**src/rtl/core/neighbor_table_update_purge_top_defines.svh**
```systemverilog
// assertion macros for the neighbour table block
`ifndef NEIGHBOR_TABLE_UPDATE_PURGE_TOP_DEFINES_SVH
`define NEIGHBOR_TABLE_UPDATE_PURGE_TOP_DEFINES_SVH
`ifndef NO_ASSERTIONS
// consequent checked in the same cycle as the antecedent
`define NTUP_ASSERT_NOW(lbl, ante, cons, msg) \
    lbl: assert property (@(posedge i_clk) disable iff (!i_rst_n) (ante) |-> (cons)) \
        else $error(msg);
// consequent checked in the cycle after the antecedent
`define NTUP_ASSERT_NEXT(lbl, ante, cons, msg) \
    lbl: assert property (@(posedge i_clk) disable iff (!i_rst_n) (ante) |=> (cons)) \
        else $error(msg);
`else
`define NTUP_ASSERT_NOW(lbl, ante, cons, msg)
`define NTUP_ASSERT_NEXT(lbl, ante, cons, msg)
`endif
`endif

```
**src/rtl/core/ntup_pkg.sv**
```systemverilog
// types and constants shared by the neighbour table block
`default_nettype none
package ntup_pkg;

    typedef enum logic [1:0] {
        OP_MSG   = 2'd0,
        OP_PURGE = 2'd1,
        OP_READ  = 2'd2
    } t_op;

    localparam int CFG_IDX_W = 2;
    localparam logic [CFG_IDX_W-1:0] CFG_CUTOFF  = 2'd0;
    localparam logic [CFG_IDX_W-1:0] CFG_MAX_AGE = 2'd1;

    localparam logic [7:0] CUTOFF_RST  = 8'd100;
    localparam logic [7:0] MAX_AGE_RST = 8'd64;

    typedef struct packed {
        logic [15:0] id;
        logic [31:0] stamp;
        logic [7:0]  distance;
        logic [7:0]  sender_count;
        logic [15:0] gradient;
        logic [15:0] follower;
        logic [7:0]  grp;
    } t_entry;

    typedef struct packed {
        logic [3:0]  entry_count;
        logic        stored;
        logic [3:0]  removed_count;
        logic        read_valid;
        logic [15:0] read_id;
        logic [7:0]  read_distance;
        logic [7:0]  read_sender_count;
        logic [15:0] read_gradient;
        logic [15:0] read_follower;
        logic [7:0]  read_group;
        logic [31:0] read_stamp;
    } t_rsp;

    typedef struct packed {
        logic wr_en;
        logic rd_en;
    } t_mem_ctl;

    typedef struct packed {
        logic busy;
        logic fin;
    } t_ctl_stat;

    typedef enum logic [2:0] {
        S_IDLE,
        S_SEARCH,
        S_PURGE_RD,
        S_PURGE_CHK,
        S_PURGE_MV,
        S_READ_RD,
        S_FIN
    } t_state;

endpackage
`default_nettype wire

```
**src/rtl/core/ntup_in_if.sv**
```systemverilog
// request channel of the neighbour table
`default_nettype none
interface ntup_in_if;
    logic        valid;
    logic        ready;
    logic [1:0]  op;
    logic [15:0] sender_id;
    logic [7:0]  distance;
    logic [7:0]  sender_count;
    logic [15:0] gradient;
    logic [15:0] follower;
    logic [7:0]  group_byte;
    logic [31:0] now;
    logic [3:0]  slot_index;

    modport source (
        output valid, op, sender_id, distance, sender_count, gradient, follower,
               group_byte, now, slot_index,
        input  ready
    );
    modport sink (
        input  valid, op, sender_id, distance, sender_count, gradient, follower,
               group_byte, now, slot_index,
        output ready
    );
endinterface
`default_nettype wire

```
**src/rtl/core/ntup_out_if.sv**
```systemverilog
// response channel of the neighbour table
`default_nettype none
interface ntup_out_if;
    logic        valid;
    logic        ready;
    logic [3:0]  entry_count;
    logic        stored;
    logic [3:0]  removed_count;
    logic        read_valid;
    logic [15:0] read_id;
    logic [7:0]  read_distance;
    logic [7:0]  read_sender_count;
    logic [15:0] read_gradient;
    logic [15:0] read_follower;
    logic [7:0]  read_group;
    logic [31:0] read_stamp;

    modport source (
        output valid, entry_count, stored, removed_count, read_valid, read_id,
               read_distance, read_sender_count, read_gradient, read_follower,
               read_group, read_stamp,
        input  ready
    );
    modport sink (
        input  valid, entry_count, stored, removed_count, read_valid, read_id,
               read_distance, read_sender_count, read_gradient, read_follower,
               read_group, read_stamp,
        output ready
    );
endinterface
`default_nettype wire

```
**src/rtl/core/ntup_mem.sv**
```systemverilog
// slot memory: one write port, one registered read port
`default_nettype none
module ntup_mem #(
    parameter  int DEPTH = 16,
    localparam int AW    = $clog2(DEPTH)
) (
    input  logic              i_clk,
    input  ntup_pkg::t_mem_ctl i_ctl,
    input  logic [AW-1:0]     i_waddr,
    input  logic [AW-1:0]     i_raddr,
    input  ntup_pkg::t_entry  i_wdata,
    output ntup_pkg::t_entry  o_rdata
);
    import ntup_pkg::*;

    t_entry r_mem [DEPTH];
    t_entry r_rdata;

    always_ff @(posedge i_clk) begin
        if (i_ctl.wr_en) begin
            r_mem[i_waddr] <= i_wdata;
        end
        if (i_ctl.rd_en) begin
            r_rdata <= r_mem[i_raddr];
        end
    end

    assign o_rdata = r_rdata;
endmodule
`default_nettype wire

```
**src/rtl/core/ntup_ctrl.sv**
```systemverilog
// sequencer: search, append, purge and read over the slot memory
`default_nettype none
module ntup_ctrl #(
    parameter  int SLOTS = 16,
    localparam int AW    = $clog2(SLOTS)
) (
    input  logic                i_clk,
    input  logic                i_rst_n,
    input  logic [7:0]          i_cutoff,
    input  logic [7:0]          i_max_age,
    ntup_in_if.sink             i_req,
    ntup_out_if.source          o_rsp,
    output ntup_pkg::t_mem_ctl  o_mem_ctl,
    output logic [AW-1:0]       o_waddr,
    output logic [AW-1:0]       o_raddr,
    output ntup_pkg::t_entry    o_wdata,
    input  ntup_pkg::t_entry    i_rdata,
    output ntup_pkg::t_ctl_stat o_stat
);
    import ntup_pkg::*;

    localparam int XW = (AW > 4) ? AW : 4;
    localparam logic [AW-1:0] LAST = AW'(SLOTS - 1);

    t_state r_state, n_state;

    logic [AW-1:0] r_count, n_count;
    logic [AW-1:0] r_idx, n_idx;
    logic          r_cmp_v, n_cmp_v;
    logic [AW-1:0] r_cmp_idx, n_cmp_idx;
    logic          r_stored, n_stored;
    logic [3:0]    r_removed, n_removed;
    logic          r_rd_v, n_rd_v;
    logic          r_ovalid, n_ovalid;
    t_rsp          r_rsp, n_rsp;

    // latched request payload
    logic [15:0] r_id, n_id;
    logic [7:0]  r_dist, n_dist;
    logic [7:0]  r_scount, n_scount;
    logic [15:0] r_grad, n_grad;
    logic [15:0] r_fol, n_fol;
    logic [7:0]  r_grp, n_grp;
    logic [31:0] r_now, n_now;
    logic [3:0]  r_sel, n_sel;

    logic          accept;
    logic          out_free;
    logic          match;
    logic          more;
    logic          table_full;
    logic [31:0]   age;
    logic          aged_out;
    logic [AW-1:0] last_idx;
    logic          is_last;
    logic          idx_zero;
    logic [XW-1:0] sel_x;
    logic          in_range;
    t_entry        new_entry;

    assign i_req.ready = (r_state == S_IDLE);
    assign accept      = i_req.valid && (r_state == S_IDLE);
    assign out_free    = !r_ovalid || o_rsp.ready;

    assign match      = r_cmp_v && (i_rdata.id == r_id);
    assign more       = r_idx < r_count;
    assign table_full = (r_count == LAST);
    assign age        = r_now - i_rdata.stamp;
    assign aged_out   = age > {24'd0, i_max_age};
    assign last_idx   = r_count - 1'b1;
    assign is_last    = (r_idx == last_idx);
    assign idx_zero   = (r_idx == '0);
    assign sel_x      = XW'(r_sel);
    assign in_range   = sel_x < XW'(r_count);

    assign new_entry = '{id: r_id, stamp: r_now, distance: r_dist, sender_count: r_scount,
                         gradient: r_grad, follower: r_fol, grp: r_grp};

    // next state
    always_comb begin
        n_state = r_state;
        unique case (r_state)
            S_IDLE: begin
                if (i_req.valid) begin
                    case (i_req.op)
                        OP_MSG:   n_state = (i_req.distance <= i_cutoff) ? S_SEARCH : S_FIN;
                        OP_PURGE: n_state = (r_count == '0) ? S_FIN : S_PURGE_RD;
                        OP_READ:  n_state = S_READ_RD;
                        default:  n_state = S_FIN;
                    endcase
                end
            end
            S_SEARCH: begin
                if (match) begin
                    n_state = S_FIN;
                end else if (!more && !r_cmp_v) begin
                    n_state = S_FIN;
                end
            end
            S_PURGE_RD: n_state = S_PURGE_CHK;
            S_PURGE_CHK: begin
                if (aged_out && !is_last) begin
                    n_state = S_PURGE_MV;
                end else if (idx_zero) begin
                    n_state = S_FIN;
                end
            end
            S_PURGE_MV: n_state = idx_zero ? S_FIN : S_PURGE_CHK;
            S_READ_RD:  n_state = S_FIN;
            S_FIN:      n_state = out_free ? S_IDLE : S_FIN;
            default:    n_state = S_IDLE;
        endcase
    end

    // datapath and memory control
    always_comb begin
        n_count   = r_count;
        n_idx     = r_idx;
        n_cmp_v   = r_cmp_v;
        n_cmp_idx = r_cmp_idx;
        n_stored  = r_stored;
        n_removed = r_removed;
        n_rd_v    = r_rd_v;
        n_ovalid  = r_ovalid && !o_rsp.ready;
        n_rsp     = r_rsp;
        n_id      = r_id;
        n_dist    = r_dist;
        n_scount  = r_scount;
        n_grad    = r_grad;
        n_fol     = r_fol;
        n_grp     = r_grp;
        n_now     = r_now;
        n_sel     = r_sel;
        o_mem_ctl = '0;
        o_waddr   = r_idx;
        o_raddr   = r_idx;
        o_wdata   = new_entry;

        unique case (r_state)
            S_IDLE: begin
                if (accept) begin
                    n_id      = i_req.sender_id;
                    n_dist    = i_req.distance;
                    n_scount  = i_req.sender_count;
                    n_grad    = i_req.gradient;
                    n_fol     = i_req.follower;
                    n_grp     = i_req.group_byte;
                    n_now     = i_req.now;
                    n_sel     = i_req.slot_index;
                    n_idx     = (i_req.op == OP_PURGE) ? last_idx : '0;
                    n_cmp_v   = 1'b0;
                    n_stored  = 1'b0;
                    n_removed = '0;
                    n_rd_v    = 1'b0;
                end
            end
            S_SEARCH: begin
                // compare happens in the cycle after the read
                if (match) begin
                    o_mem_ctl.wr_en = 1'b1;
                    o_waddr         = r_cmp_idx;
                    n_stored        = 1'b1;
                end else if (more) begin
                    o_mem_ctl.rd_en = 1'b1;
                    o_raddr         = r_idx;
                    n_cmp_v         = 1'b1;
                    n_cmp_idx       = r_idx;
                    n_idx           = r_idx + 1'b1;
                end else if (r_cmp_v) begin
                    n_cmp_v = 1'b0;
                end else if (!table_full) begin
                    o_mem_ctl.wr_en = 1'b1;
                    o_waddr         = r_count;
                    n_count         = r_count + 1'b1;
                    n_stored        = 1'b1;
                end
            end
            S_PURGE_RD: begin
                o_mem_ctl.rd_en = 1'b1;
                o_raddr         = r_idx;
            end
            S_PURGE_CHK: begin
                if (aged_out) begin
                    n_removed = r_removed + 4'd1;
                    n_count   = last_idx;
                end
                if (aged_out && !is_last) begin
                    // fetch the last entry to fill the hole
                    o_mem_ctl.rd_en = 1'b1;
                    o_raddr         = last_idx;
                end else if (!idx_zero) begin
                    o_mem_ctl.rd_en = 1'b1;
                    o_raddr         = r_idx - 1'b1;
                    n_idx           = r_idx - 1'b1;
                end
            end
            S_PURGE_MV: begin
                o_mem_ctl.wr_en = 1'b1;
                o_waddr         = r_idx;
                o_wdata         = i_rdata;
                if (!idx_zero) begin
                    o_mem_ctl.rd_en = 1'b1;
                    o_raddr         = r_idx - 1'b1;
                    n_idx           = r_idx - 1'b1;
                end
            end
            S_READ_RD: begin
                o_mem_ctl.rd_en = in_range;
                o_raddr         = sel_x[AW-1:0];
                n_rd_v          = in_range;
            end
            S_FIN: begin
                if (out_free) begin
                    n_ovalid                = 1'b1;
                    n_rsp.entry_count       = 4'(r_count);
                    n_rsp.stored            = r_stored;
                    n_rsp.removed_count     = r_removed;
                    n_rsp.read_valid        = r_rd_v;
                    n_rsp.read_id           = r_rd_v ? i_rdata.id : '0;
                    n_rsp.read_distance     = r_rd_v ? i_rdata.distance : '0;
                    n_rsp.read_sender_count = r_rd_v ? i_rdata.sender_count : '0;
                    n_rsp.read_gradient     = r_rd_v ? i_rdata.gradient : '0;
                    n_rsp.read_follower     = r_rd_v ? i_rdata.follower : '0;
                    n_rsp.read_group        = r_rd_v ? i_rdata.grp : '0;
                    n_rsp.read_stamp        = r_rd_v ? i_rdata.stamp : '0;
                end
            end
            default: begin
                n_ovalid = r_ovalid;
            end
        endcase
    end

    always_ff @(posedge i_clk) begin
        if (!i_rst_n) begin
            r_state   <= S_IDLE;
            r_count   <= '0;
            r_idx     <= '0;
            r_cmp_v   <= 1'b0;
            r_cmp_idx <= '0;
            r_stored  <= 1'b0;
            r_removed <= '0;
            r_rd_v    <= 1'b0;
            r_ovalid  <= 1'b0;
        end else begin
            r_state   <= n_state;
            r_count   <= n_count;
            r_idx     <= n_idx;
            r_cmp_v   <= n_cmp_v;
            r_cmp_idx <= n_cmp_idx;
            r_stored  <= n_stored;
            r_removed <= n_removed;
            r_rd_v    <= n_rd_v;
            r_ovalid  <= n_ovalid;
        end
    end

    always_ff @(posedge i_clk) begin
        r_rsp    <= n_rsp;
        r_id     <= n_id;
        r_dist   <= n_dist;
        r_scount <= n_scount;
        r_grad   <= n_grad;
        r_fol    <= n_fol;
        r_grp    <= n_grp;
        r_now    <= n_now;
        r_sel    <= n_sel;
    end

    assign o_rsp.valid             = r_ovalid;
    assign o_rsp.entry_count       = r_rsp.entry_count;
    assign o_rsp.stored            = r_rsp.stored;
    assign o_rsp.removed_count     = r_rsp.removed_count;
    assign o_rsp.read_valid        = r_rsp.read_valid;
    assign o_rsp.read_id           = r_rsp.read_id;
    assign o_rsp.read_distance     = r_rsp.read_distance;
    assign o_rsp.read_sender_count = r_rsp.read_sender_count;
    assign o_rsp.read_gradient     = r_rsp.read_gradient;
    assign o_rsp.read_follower     = r_rsp.read_follower;
    assign o_rsp.read_group        = r_rsp.read_group;
    assign o_rsp.read_stamp        = r_rsp.read_stamp;

    assign o_stat.busy = (r_state != S_IDLE);
    assign o_stat.fin  = (r_state == S_FIN);
endmodule
`default_nettype wire

```
**src/rtl/core/neighbor_table_update_purge_top.sv**
```systemverilog
// top level of the neighbour table: config registers, sequencer and slot memory
// one request at a time; message: one slot memory read per compare
// purge: one memory port pair; an empty table goes straight to the response
// read: the result register frees the request side while a response waits
// reset (synchronous, active low): entry count cleared, cutoff 100, max age 64
// slot memory is not cleared; slots above the entry count are never visible
`default_nettype none
`include "neighbor_table_update_purge_top_defines.svh"
module neighbor_table_update_purge_top #(
    parameter int SLOTS = 16
) (
    input  logic                          i_clk,
    input  logic                          i_rst_n,
    input  logic                          i_cfg_we,
    input  logic [ntup_pkg::CFG_IDX_W-1:0] i_cfg_idx,
    input  logic [7:0]                    i_cfg_wdata,
    ntup_in_if.sink                       i_req,
    ntup_out_if.source                    o_rsp
);
    import ntup_pkg::*;

    localparam int AW = $clog2(SLOTS);

    logic [7:0] r_cutoff;
    logic [7:0] r_max_age;

    t_mem_ctl      w_mem_ctl;
    logic [AW-1:0] w_waddr;
    logic [AW-1:0] w_raddr;
    t_entry        w_wdata;
    t_entry        w_rdata;
    t_ctl_stat     w_stat;

    always_ff @(posedge i_clk) begin
        if (!i_rst_n) begin
            r_cutoff  <= CUTOFF_RST;
            r_max_age <= MAX_AGE_RST;
        end else if (i_cfg_we) begin
            unique case (i_cfg_idx)
                CFG_CUTOFF:  r_cutoff  <= i_cfg_wdata;
                CFG_MAX_AGE: r_max_age <= i_cfg_wdata;
                default: begin
                end
            endcase
        end
    end

    ntup_ctrl #(
        .SLOTS(SLOTS)
    ) u_ctrl (
        .i_clk     (i_clk),
        .i_rst_n   (i_rst_n),
        .i_cutoff  (r_cutoff),
        .i_max_age (r_max_age),
        .i_req     (i_req),
        .o_rsp     (o_rsp),
        .o_mem_ctl (w_mem_ctl),
        .o_waddr   (w_waddr),
        .o_raddr   (w_raddr),
        .o_wdata   (w_wdata),
        .i_rdata   (w_rdata),
        .o_stat    (w_stat)
    );

    ntup_mem #(
        .DEPTH(SLOTS)
    ) u_mem (
        .i_clk   (i_clk),
        .i_ctl   (w_mem_ctl),
        .i_waddr (w_waddr),
        .i_raddr (w_raddr),
        .i_wdata (w_wdata),
        .o_rdata (w_rdata)
    );

    `NTUP_ASSERT_NEXT(a_accept_busy, i_req.valid && i_req.ready, w_stat.busy, "request taken but sequencer idle")
    `NTUP_ASSERT_NOW(a_rsp_from_fin, $rose(o_rsp.valid), $past(w_stat.fin), "response raised outside finish")
    `NTUP_ASSERT_NOW(a_rsp_kind, o_rsp.valid, !(o_rsp.read_valid && o_rsp.stored) && !(o_rsp.stored && o_rsp.removed_count != 4'd0) && !(o_rsp.read_valid && o_rsp.removed_count != 4'd0), "response mixes request kinds")
endmodule
`default_nettype wire
```
**src/flat_wrapper.sv**
```systemverilog
// flat-port wrapper written by rule: the top's interface ports become plain ports
module neighbor_table_update_purge_top_flat import ntup_pkg::*;
#(
    parameter int SLOTS = 16
)
  (i_clk, i_rst_n, i_cfg_we, i_cfg_idx, i_cfg_wdata, i_req_valid, i_req_op, i_req_sender_id, i_req_distance, i_req_sender_count, i_req_gradient, i_req_follower, i_req_group_byte, i_req_now, i_req_slot_index, i_req_ready, o_rsp_valid, o_rsp_entry_count, o_rsp_stored, o_rsp_removed_count, o_rsp_read_valid, o_rsp_read_id, o_rsp_read_distance, o_rsp_read_sender_count, o_rsp_read_gradient, o_rsp_read_follower, o_rsp_read_group, o_rsp_read_stamp, o_rsp_ready);
  ntup_in_if i_req_i ();
  ntup_out_if o_rsp_i ();
  input  logic i_clk;
  input  logic i_rst_n;
  input  logic i_cfg_we;
  input  logic [ntup_pkg::CFG_IDX_W-1:0] i_cfg_idx;
  input  logic [7:0] i_cfg_wdata;
  input wire logic [$bits(i_req_i.valid)-1:0] i_req_valid;
  input wire logic [$bits(i_req_i.op)-1:0] i_req_op;
  input wire logic [$bits(i_req_i.sender_id)-1:0] i_req_sender_id;
  input wire logic [$bits(i_req_i.distance)-1:0] i_req_distance;
  input wire logic [$bits(i_req_i.sender_count)-1:0] i_req_sender_count;
  input wire logic [$bits(i_req_i.gradient)-1:0] i_req_gradient;
  input wire logic [$bits(i_req_i.follower)-1:0] i_req_follower;
  input wire logic [$bits(i_req_i.group_byte)-1:0] i_req_group_byte;
  input wire logic [$bits(i_req_i.now)-1:0] i_req_now;
  input wire logic [$bits(i_req_i.slot_index)-1:0] i_req_slot_index;
  output wire logic [$bits(i_req_i.ready)-1:0] i_req_ready;
  output wire logic [$bits(o_rsp_i.valid)-1:0] o_rsp_valid;
  output wire logic [$bits(o_rsp_i.entry_count)-1:0] o_rsp_entry_count;
  output wire logic [$bits(o_rsp_i.stored)-1:0] o_rsp_stored;
  output wire logic [$bits(o_rsp_i.removed_count)-1:0] o_rsp_removed_count;
  output wire logic [$bits(o_rsp_i.read_valid)-1:0] o_rsp_read_valid;
  output wire logic [$bits(o_rsp_i.read_id)-1:0] o_rsp_read_id;
  output wire logic [$bits(o_rsp_i.read_distance)-1:0] o_rsp_read_distance;
  output wire logic [$bits(o_rsp_i.read_sender_count)-1:0] o_rsp_read_sender_count;
  output wire logic [$bits(o_rsp_i.read_gradient)-1:0] o_rsp_read_gradient;
  output wire logic [$bits(o_rsp_i.read_follower)-1:0] o_rsp_read_follower;
  output wire logic [$bits(o_rsp_i.read_group)-1:0] o_rsp_read_group;
  output wire logic [$bits(o_rsp_i.read_stamp)-1:0] o_rsp_read_stamp;
  input wire logic [$bits(o_rsp_i.ready)-1:0] o_rsp_ready;
  assign i_req_i.valid = i_req_valid;
  assign i_req_i.op = i_req_op;
  assign i_req_i.sender_id = i_req_sender_id;
  assign i_req_i.distance = i_req_distance;
  assign i_req_i.sender_count = i_req_sender_count;
  assign i_req_i.gradient = i_req_gradient;
  assign i_req_i.follower = i_req_follower;
  assign i_req_i.group_byte = i_req_group_byte;
  assign i_req_i.now = i_req_now;
  assign i_req_i.slot_index = i_req_slot_index;
  assign i_req_ready = i_req_i.ready;
  assign o_rsp_valid = o_rsp_i.valid;
  assign o_rsp_entry_count = o_rsp_i.entry_count;
  assign o_rsp_stored = o_rsp_i.stored;
  assign o_rsp_removed_count = o_rsp_i.removed_count;
  assign o_rsp_read_valid = o_rsp_i.read_valid;
  assign o_rsp_read_id = o_rsp_i.read_id;
  assign o_rsp_read_distance = o_rsp_i.read_distance;
  assign o_rsp_read_sender_count = o_rsp_i.read_sender_count;
  assign o_rsp_read_gradient = o_rsp_i.read_gradient;
  assign o_rsp_read_follower = o_rsp_i.read_follower;
  assign o_rsp_read_group = o_rsp_i.read_group;
  assign o_rsp_read_stamp = o_rsp_i.read_stamp;
  assign o_rsp_i.ready = o_rsp_ready;
  neighbor_table_update_purge_top #(.SLOTS(SLOTS)) u_core (.i_clk(i_clk), .i_rst_n(i_rst_n), .i_cfg_we(i_cfg_we), .i_cfg_idx(i_cfg_idx), .i_cfg_wdata(i_cfg_wdata), .i_req(i_req_i), .o_rsp(o_rsp_i));
endmodule
```
**config.mk**
```make
export PLATFORM = sky130hd
export DESIGN_NAME = neighbor_table_update_purge_top_flat
export DESIGN_NICKNAME = d
export VERILOG_FILES = /design/src/rtl/core/ntup_pkg.sv /design/src/rtl/core/ntup_in_if.sv /design/src/rtl/core/ntup_out_if.sv /design/src/rtl/core/ntup_mem.sv /design/src/rtl/core/ntup_ctrl.sv /design/src/rtl/core/neighbor_table_update_purge_top.sv /design/src/flat_wrapper.sv
export VERILOG_INCLUDE_DIRS = /design/src /design/src/rtl/core
export SDC_FILE = /design/constraint.sdc
export NUM_CORES = 2
export LEC_CHECK = 0
export BUFFER_PORTS_ARGS = -buffer_cell sky130_fd_sc_hd__buf_2
export CAP_MARGIN = 20
export CORE_MARGIN = 1.5
export CORE_UTILIZATION = 25
export DETAILED_ROUTE_END_ITERATION = 10
export PLACE_DENSITY = 0.47
export SYNTH_ARGS = -nofsm -noshare
export SYNTH_HDL_FRONTEND = slang
export SYNTH_SLANG_ARGS = --single-unit
```
**constraint.sdc**
```tcl
create_clock -name i_clk -period 11.63 [get_ports i_clk]
set_input_delay 1.7445 -clock i_clk [delete_from_list [all_inputs] [get_ports i_clk]]
set_output_delay 1.7445 -clock i_clk [all_outputs]
set_load 0.03 [all_outputs]
```
After elaboration in Yosys (flattened, before gate mapping)
Memories as Yosys holds them, arrays and structs flattened. A register that Yosys moved wholly into a read port is not among the register bits.
Index checks and enable logic that the tools add are counted.
Widths: inputs -> output; s select.

word-level totals
  flip-flop bits (word level) = 261
  memory bits (writable) = 1664
  input bits = 125
  output and inout port bits = 116
  word-level logic and storage cells = 161
  memories = 1

operators by class
  add/sub/neg operators = 6
  magnitude comparators = 4
  equality and inequality tests = 26
  mux-type cells = 58
  bitwise logic cells = 1
  reductions and logical operators = 35

memories
  memory              depth  width  read ports  clocked after memory_dff  write ports  RTL line        text
  u_core.u_mem.r_mem  16     104    1           1                         1            ntup_mem.sv:16  t_entry r_mem [DEPTH];

operators by type and width
  cell                 count
  $mux 104             1
  $mux 4               19
  $gt 32x8->1          1
  $sub 32x32->32       1
  $mux 3               9
  $pmux 3 s7           1
  $mux 1               17
  $eq 16x16->1         1
  $ne 2x2->1 const B   8
  $pmux 4 s2           2
  $pmux 4 s4           1
  $ne 3x3->1 const B   5
  $add 4x1->4 const B  3
  $pmux 4 s3           1
  $reduce_and 3->1     4
  $pmux 1 s2           5
  $reduce_and 2->1     5
  $reduce_and 5->1     2
  $reduce_bool 2->1    5
  $eq 3x3->1 const B   3
  $pmux 3 s3           1
  $le 8x8->1           1
  $logic_not 4->1      2
  $lt 4x4->1           2
  18 further kinds     30

Depth between registers and ports, before layout
  depth after elaboration = 8
  gate-level depth with buffers = 25
  mapped depth without buffers = 22

By module
From an unflattened synthesis, not the netlist that was laid out.

second synthesis, totals
  cells, all modules = 4093
  area, all modules = 79394.9 um^2

by module, submodules not included
  module                           times used  cells an instance  area each (um^2)  seq. area each (um^2)
  ntup_mem                         1           2662               65298.9           53090.9
  ntup_ctrl                        1           1365               13444.1           7126.8
  neighbor_table_update_purge_top  1           66                 651.9             320.3

Least setup slack after synthesis
No wires, ideal clock.

  path kind = reg-to-reg
  start = register u_core.u_ctrl.r_idx[0]
  end = memory u_core.u_mem.r_mem[1][0] (netlist bit), enable pin
  library setup time = 568 ps
  arrival time = 6916 ps
  data required time = 11062 ps
  path slack = 4146 ps
  stages on the path, launching flop included = 14
  path buffers = 1
  period minus slack after synthesis = 7484 ps
  cells stage by stage = dfxtp_1 > clkbuf_1 > inv_1 > ha_1 > nor2b_1 > o21ai_0 > nand2b_1 > a21oi_1 > or2_2 > nand2b_1 > a21oi_1 > o21ai_0 > or3_1 > nor2_1

between the ends
  cells in the longest elaborated chain, start to end = 6
  elaborated cells on any way between the ends = 11
  those cells by class = order compare: 1; mux: 10

ends and longest elaborated chain
  element                       RTL line          text
  start: declaration            ntup_ctrl.sv:28   logic [AW-1:0] r_idx, n_idx;
  start signal: assignment      ntup_ctrl.sv:248  r_idx <= n_idx;
  $lt 4x4->1                    ntup_ctrl.sv:66   assign more = r_idx < r_count;
  $mux 1                        ntup_ctrl.sv:163  end else if (more) begin
  $mux 1                        ntup_ctrl.sv:159  if (match) begin
  $pmux 1 s2                    ntup_ctrl.sv:139  unique case (r_state)
  $mux 1                        ntup_mem.sv:20    if (i_ctl.wr_en) begin
  $mux 1 (implied by the code)  ntup_mem.sv:21    r_mem[i_waddr] <= i_wdata;
  end: declaration              ntup_mem.sv:16

Parallel ways exist; a longest one is shown, timed or not.

Worst setup path in the final report
  start = register, netlist name u_core.u_mem.o_rdata[56]
  end = register, netlist name u_core.u_mem.o_rdata[99]

between the ends
  cells in the longest elaborated chain, start to end = 5
  elaborated cells on any way between the ends = 7
  those cells by class = add/sub: 1; order compare: 1; mux: 4; reduce/logical: 1

ends and longest elaborated chain
  element                                   RTL line          text
  $sub 32x32->32 *                          ntup_ctrl.sv:68   assign age = r_now - i_rdata.stamp;
  $gt 32x8->1 *                             ntup_ctrl.sv:69   assign aged_out = age > {24'd0, i_max_age};
  $logic_and 1x1->1 *                       ntup_ctrl.sv:187  if (aged_out && !is_last) begin
  $mux 1 or $mux 4 (tied branches)          ntup_ctrl.sv:187
  $pmux 1 s5 or $pmux 4 s3 (tied branches)  ntup_ctrl.sv:139

Every way passes the cells marked *; elsewhere a longest branch is shown, timed or not.
A chain may end at the register's enable or synchronous reset.

==> flow_summary.toml <==
[floorplanning]
dieArea_mm2 = 0.3239
die_w_um = 569.1
pin_count = 241
core_mm2 = 0.3183
floorplan.rows = 207
start_util_pct = 25.17
die_y_um = 569.1

[synth]
yosysSeqAreaShare_pct = 75.56
ys_types = 80
synth-seq-cells = 2029
synth_edf_count = 1990
synthCells = 4730
synth_area_mm2 = 0.08012
ys.flop_type = "edfxtp_1"
synth.avg_cell_area_um2 = 16.94
async_flop_share_pct = 0
syn_nets = 4916
yosysWarnings = 0

[worst_setup_path]
crit_buf_inv = 3
cp.arrival_ns = 8.44
cp.required_ns = 12.25
slowest_stage = "buf_4"
path_max_fanout = 120
crit_path_cell_trace = "ha_1 -> fa_1 -> nand2b_1 -> a21o_1 -> nand2_1 -> xor2_1 -> ha_1 -> and4_1 -> nand2_1 -> a222oi_1 -> o2111ai_1 -> a2111oi_0 -> nand4_1 -> a211oi_2 -> and4_1 -> nand3_4 -> a221oi_4 -> buf_12 -> buf_4 -> buf_4 -> mux2i_1 -> o22a_1 -> o221ai_1 -> or3_1"
critPathMaxStageDelay_ns = 0.86
cp_top_family = "buffers and inverters"
cp-start-kind = "flip-flop"
critPathKind = "reg -> reg"
end_kind = "flip-flop"

[routing]
wl_mm = 241.5
met1_length_mm = 116.3
top_layer_used = "met5"
vias = 43700
routed-wl-met2_mm = 106.1
wl_met3_mm = 14.00
wl_per_cell_um = 25.65
drcViolationCount = 0
ant_nets = 0
firstDrtPassIters = 5
post_drt_via_cell_ratio = 4.640
drt-initial-drc-count = 4166

[global_routing]
antenna_found_initial = 26
grt_pass1_vias = 43570
overflow = 0
grt_max_degree = 125
grt_pass1_wl_mm = 336.7
grt_util_all_layers_pct = 14.49

[clocking]
cts_resized = 0
cts_tree = "done"
tritoncts.num_buffers = 226
clock-sinks = 2029
cts_setup_buffers = 0
clockBufferDepth = 4
cts_hold_buf = 0
htreeDepth = 4
clk_latency_ns = 0.91
clk_pin_slew_ns = 0.06
cts-root-buf = "clkbuf_16"

[timing]
skew_ns = 0.08341
maxSlewHeadroom_pct = 22.75
min_period_ns = 7.822
tns_ns = 0
period_share_pct = 67.26
layout_setup_ws_ns = 3.808
tightest_slew_ns = 1.159
slew_viol_final = 0
setup_viol = 0
hold_viol_final = 0
rsz0062_at_grt = "no"
fmax_ghz = 0.1278

[place]
port_buffers = 240
dp_hpwl_mm = 123.7
place.gp.congestion = 0.8043
pre_cts_ws_ns = 3.792

[pwr]
leakage_nw = 33.52
power_density_mw_per_mm2 = 296.4
peakVddDrop_mv = 0.3412

[layout]
final_nets = 5233
syn2layout_area_growth_pct = 17.00
n_fill_cell = 31450
final_layout_size_suffix_gt1_share_pct = 13.44

[run]
cap_violations = 0

[outcome]
status = "completed"

[min_path]
hp-class = "reg -> reg"
## flip-flops by register name (all words and copies together), names as in the netlist, 8 cells and up
| register | flops |
|---|---|
| u_core.r_cutoff | 8 |
| u_core.r_max_age | 8 |
| u_core.u_ctrl.o_rsp.read_distance | 8 |
| u_core.u_ctrl.o_rsp.read_follower | 16 |
| u_core.u_ctrl.o_rsp.read_gradient | 16 |
| u_core.u_ctrl.o_rsp.read_group | 8 |
| u_core.u_ctrl.o_rsp.read_id | 16 |
| u_core.u_ctrl.o_rsp.read_sender_count | 8 |
| u_core.u_ctrl.o_rsp.read_stamp | 32 |
| u_core.u_ctrl.r_dist | 8 |
| u_core.u_ctrl.r_fol | 16 |
| u_core.u_ctrl.r_grad | 16 |
| u_core.u_ctrl.r_grp | 8 |
| u_core.u_ctrl.r_id | 16 |
| u_core.u_ctrl.r_now | 32 |
| u_core.u_ctrl.r_scount | 8 |
| u_core.u_mem.o_rdata | 104 |
| u_core.u_mem.r_mem | 1664 |
## per-stage QoR
stage	instances	instance area [µm²]	total power, mW	utilization, %	hold slack [ns]
floorplan	4730	80120	17.32	-	0.4064
global placement	8995	86570	20.98	27.20	0.4427
detailed placement	8996	86600	21.10	27.20	0.4428
CTS	9408	93690	28.10	29.43	0.4587
global route	9412	93720	29.13	29.44	0.4692
finish	9417	93740	27.79	29.45	0.4571
## placed cells by master (no fill, tap or decap), types with 41 or more instances in the layout
cell type and instances:
a21oi_1 65, mux2i_1 850, clkbuf_16 230, or3_1 109, and2_1 108, edfxtp_1 1990, nor2_1 74, o22ai_1 214
ha_1 60, buf_4 76, inv_1 64, clkinv_2 41, clkinv_1 49, o221ai_1 112, o21ai_0 64, buf_2 240
nand2_1 331, clkbuf_1 51, o22a_1 105
## Yosys cell counts, types with 11 or more instances
master,instances,area [µm²]
o21a_1,11,82.58
mux2i_1,850,8508
nand2_1,336,1261
a21oi_1,65,325.3
dfxtp_1,39,780.8
nor2b_1,13,81.33
inv_1,65,244.0
buf_2,91,455.4
clkbuf_1,127,476.7
edfxtp_1,1990,59760
ha_1,60,750.7
o21ai_0,67,335.3
nor2_1,91,341.6
o211ai_1,11,82.58
o221ai_1,112,980.9
o22a_1,105,919.6
nand3_1,19,95.09
buf_1,11,41.29
nor3_1,11,55.05
nand2b_1,18,112.6
and2_1,108,675.7
or3_1,109,681.9
o22ai_1,214,1339
xnor2_1,37,324.1
nand4_1,19,118.9
## power breakdown
group          switching (mW)  leakage, nW  total (mW)  internal, mW
clock network            3.00         3.44        6.91          3.92
registers               0.555         18.4        10.9          10.3
logic                    6.70         11.7        10.0          3.32
total                    10.3         33.5        27.8          17.5
## layer usage
layer / GRT usage, % / vias up
met2: 22.09 / 1358
met1: 21.39 / 22720
li1: - / 19330
met3: 2.242 / 292
met4: 3.550 / 4
met5: 0 / -
## final cells by class
class                   instances  area [µm²]  share of cell area [%]
diodes                          6       15.01                 0.01602
clock buffers                 281        5947                   6.344
clock inverters               131        1150                   1.227
inverters                      67       256.5                  0.2736
multi-input cells            2386       18400                   19.63
flip-flops and latches       2029       60540                   64.59
well taps                    4180        5230                   5.580
repair buffers                337        2193                   2.340
## final timing paths
path / from / end / slack, ns / cells past startpoint
min: u_core.u_ctrl.r_stored$_SDFFE_PN0P_ / u_core.u_ctrl.o_rsp.stored$_DFFE_PP_ / 0.46 / 0
min reg2reg: u_core.u_ctrl.r_stored$_SDFFE_PN0P_ / u_core.u_ctrl.o_rsp.stored$_DFFE_PP_ / 0.46 / 0
max reg2reg: u_core.u_mem.o_rdata[56]$_DFFE_PP_ / u_core.u_mem.o_rdata[99]$_DFFE_PP_ / 3.81 / 24
max: u_core.u_mem.o_rdata[56]$_DFFE_PP_ / u_core.u_mem.o_rdata[99]$_DFFE_PP_ / 3.81 / 24
## kinds of logic after synthesis
logic type / after synthesis / share of synthesized area, %
AO/OA/AOI/OAI: 667 / 5.966
XOR/XNOR: 44 / 0.4810
adder cells (fa/ha/maj): 61 / 0.9620
buffers and inverters: 315 / 1.741
flip-flops: 2029 / 75.56
multiplexers: 852 / 10.65
AND/OR/NAND/NOR: 762 / 4.641
No activity file was read; power rests on OpenSTA's default activity.
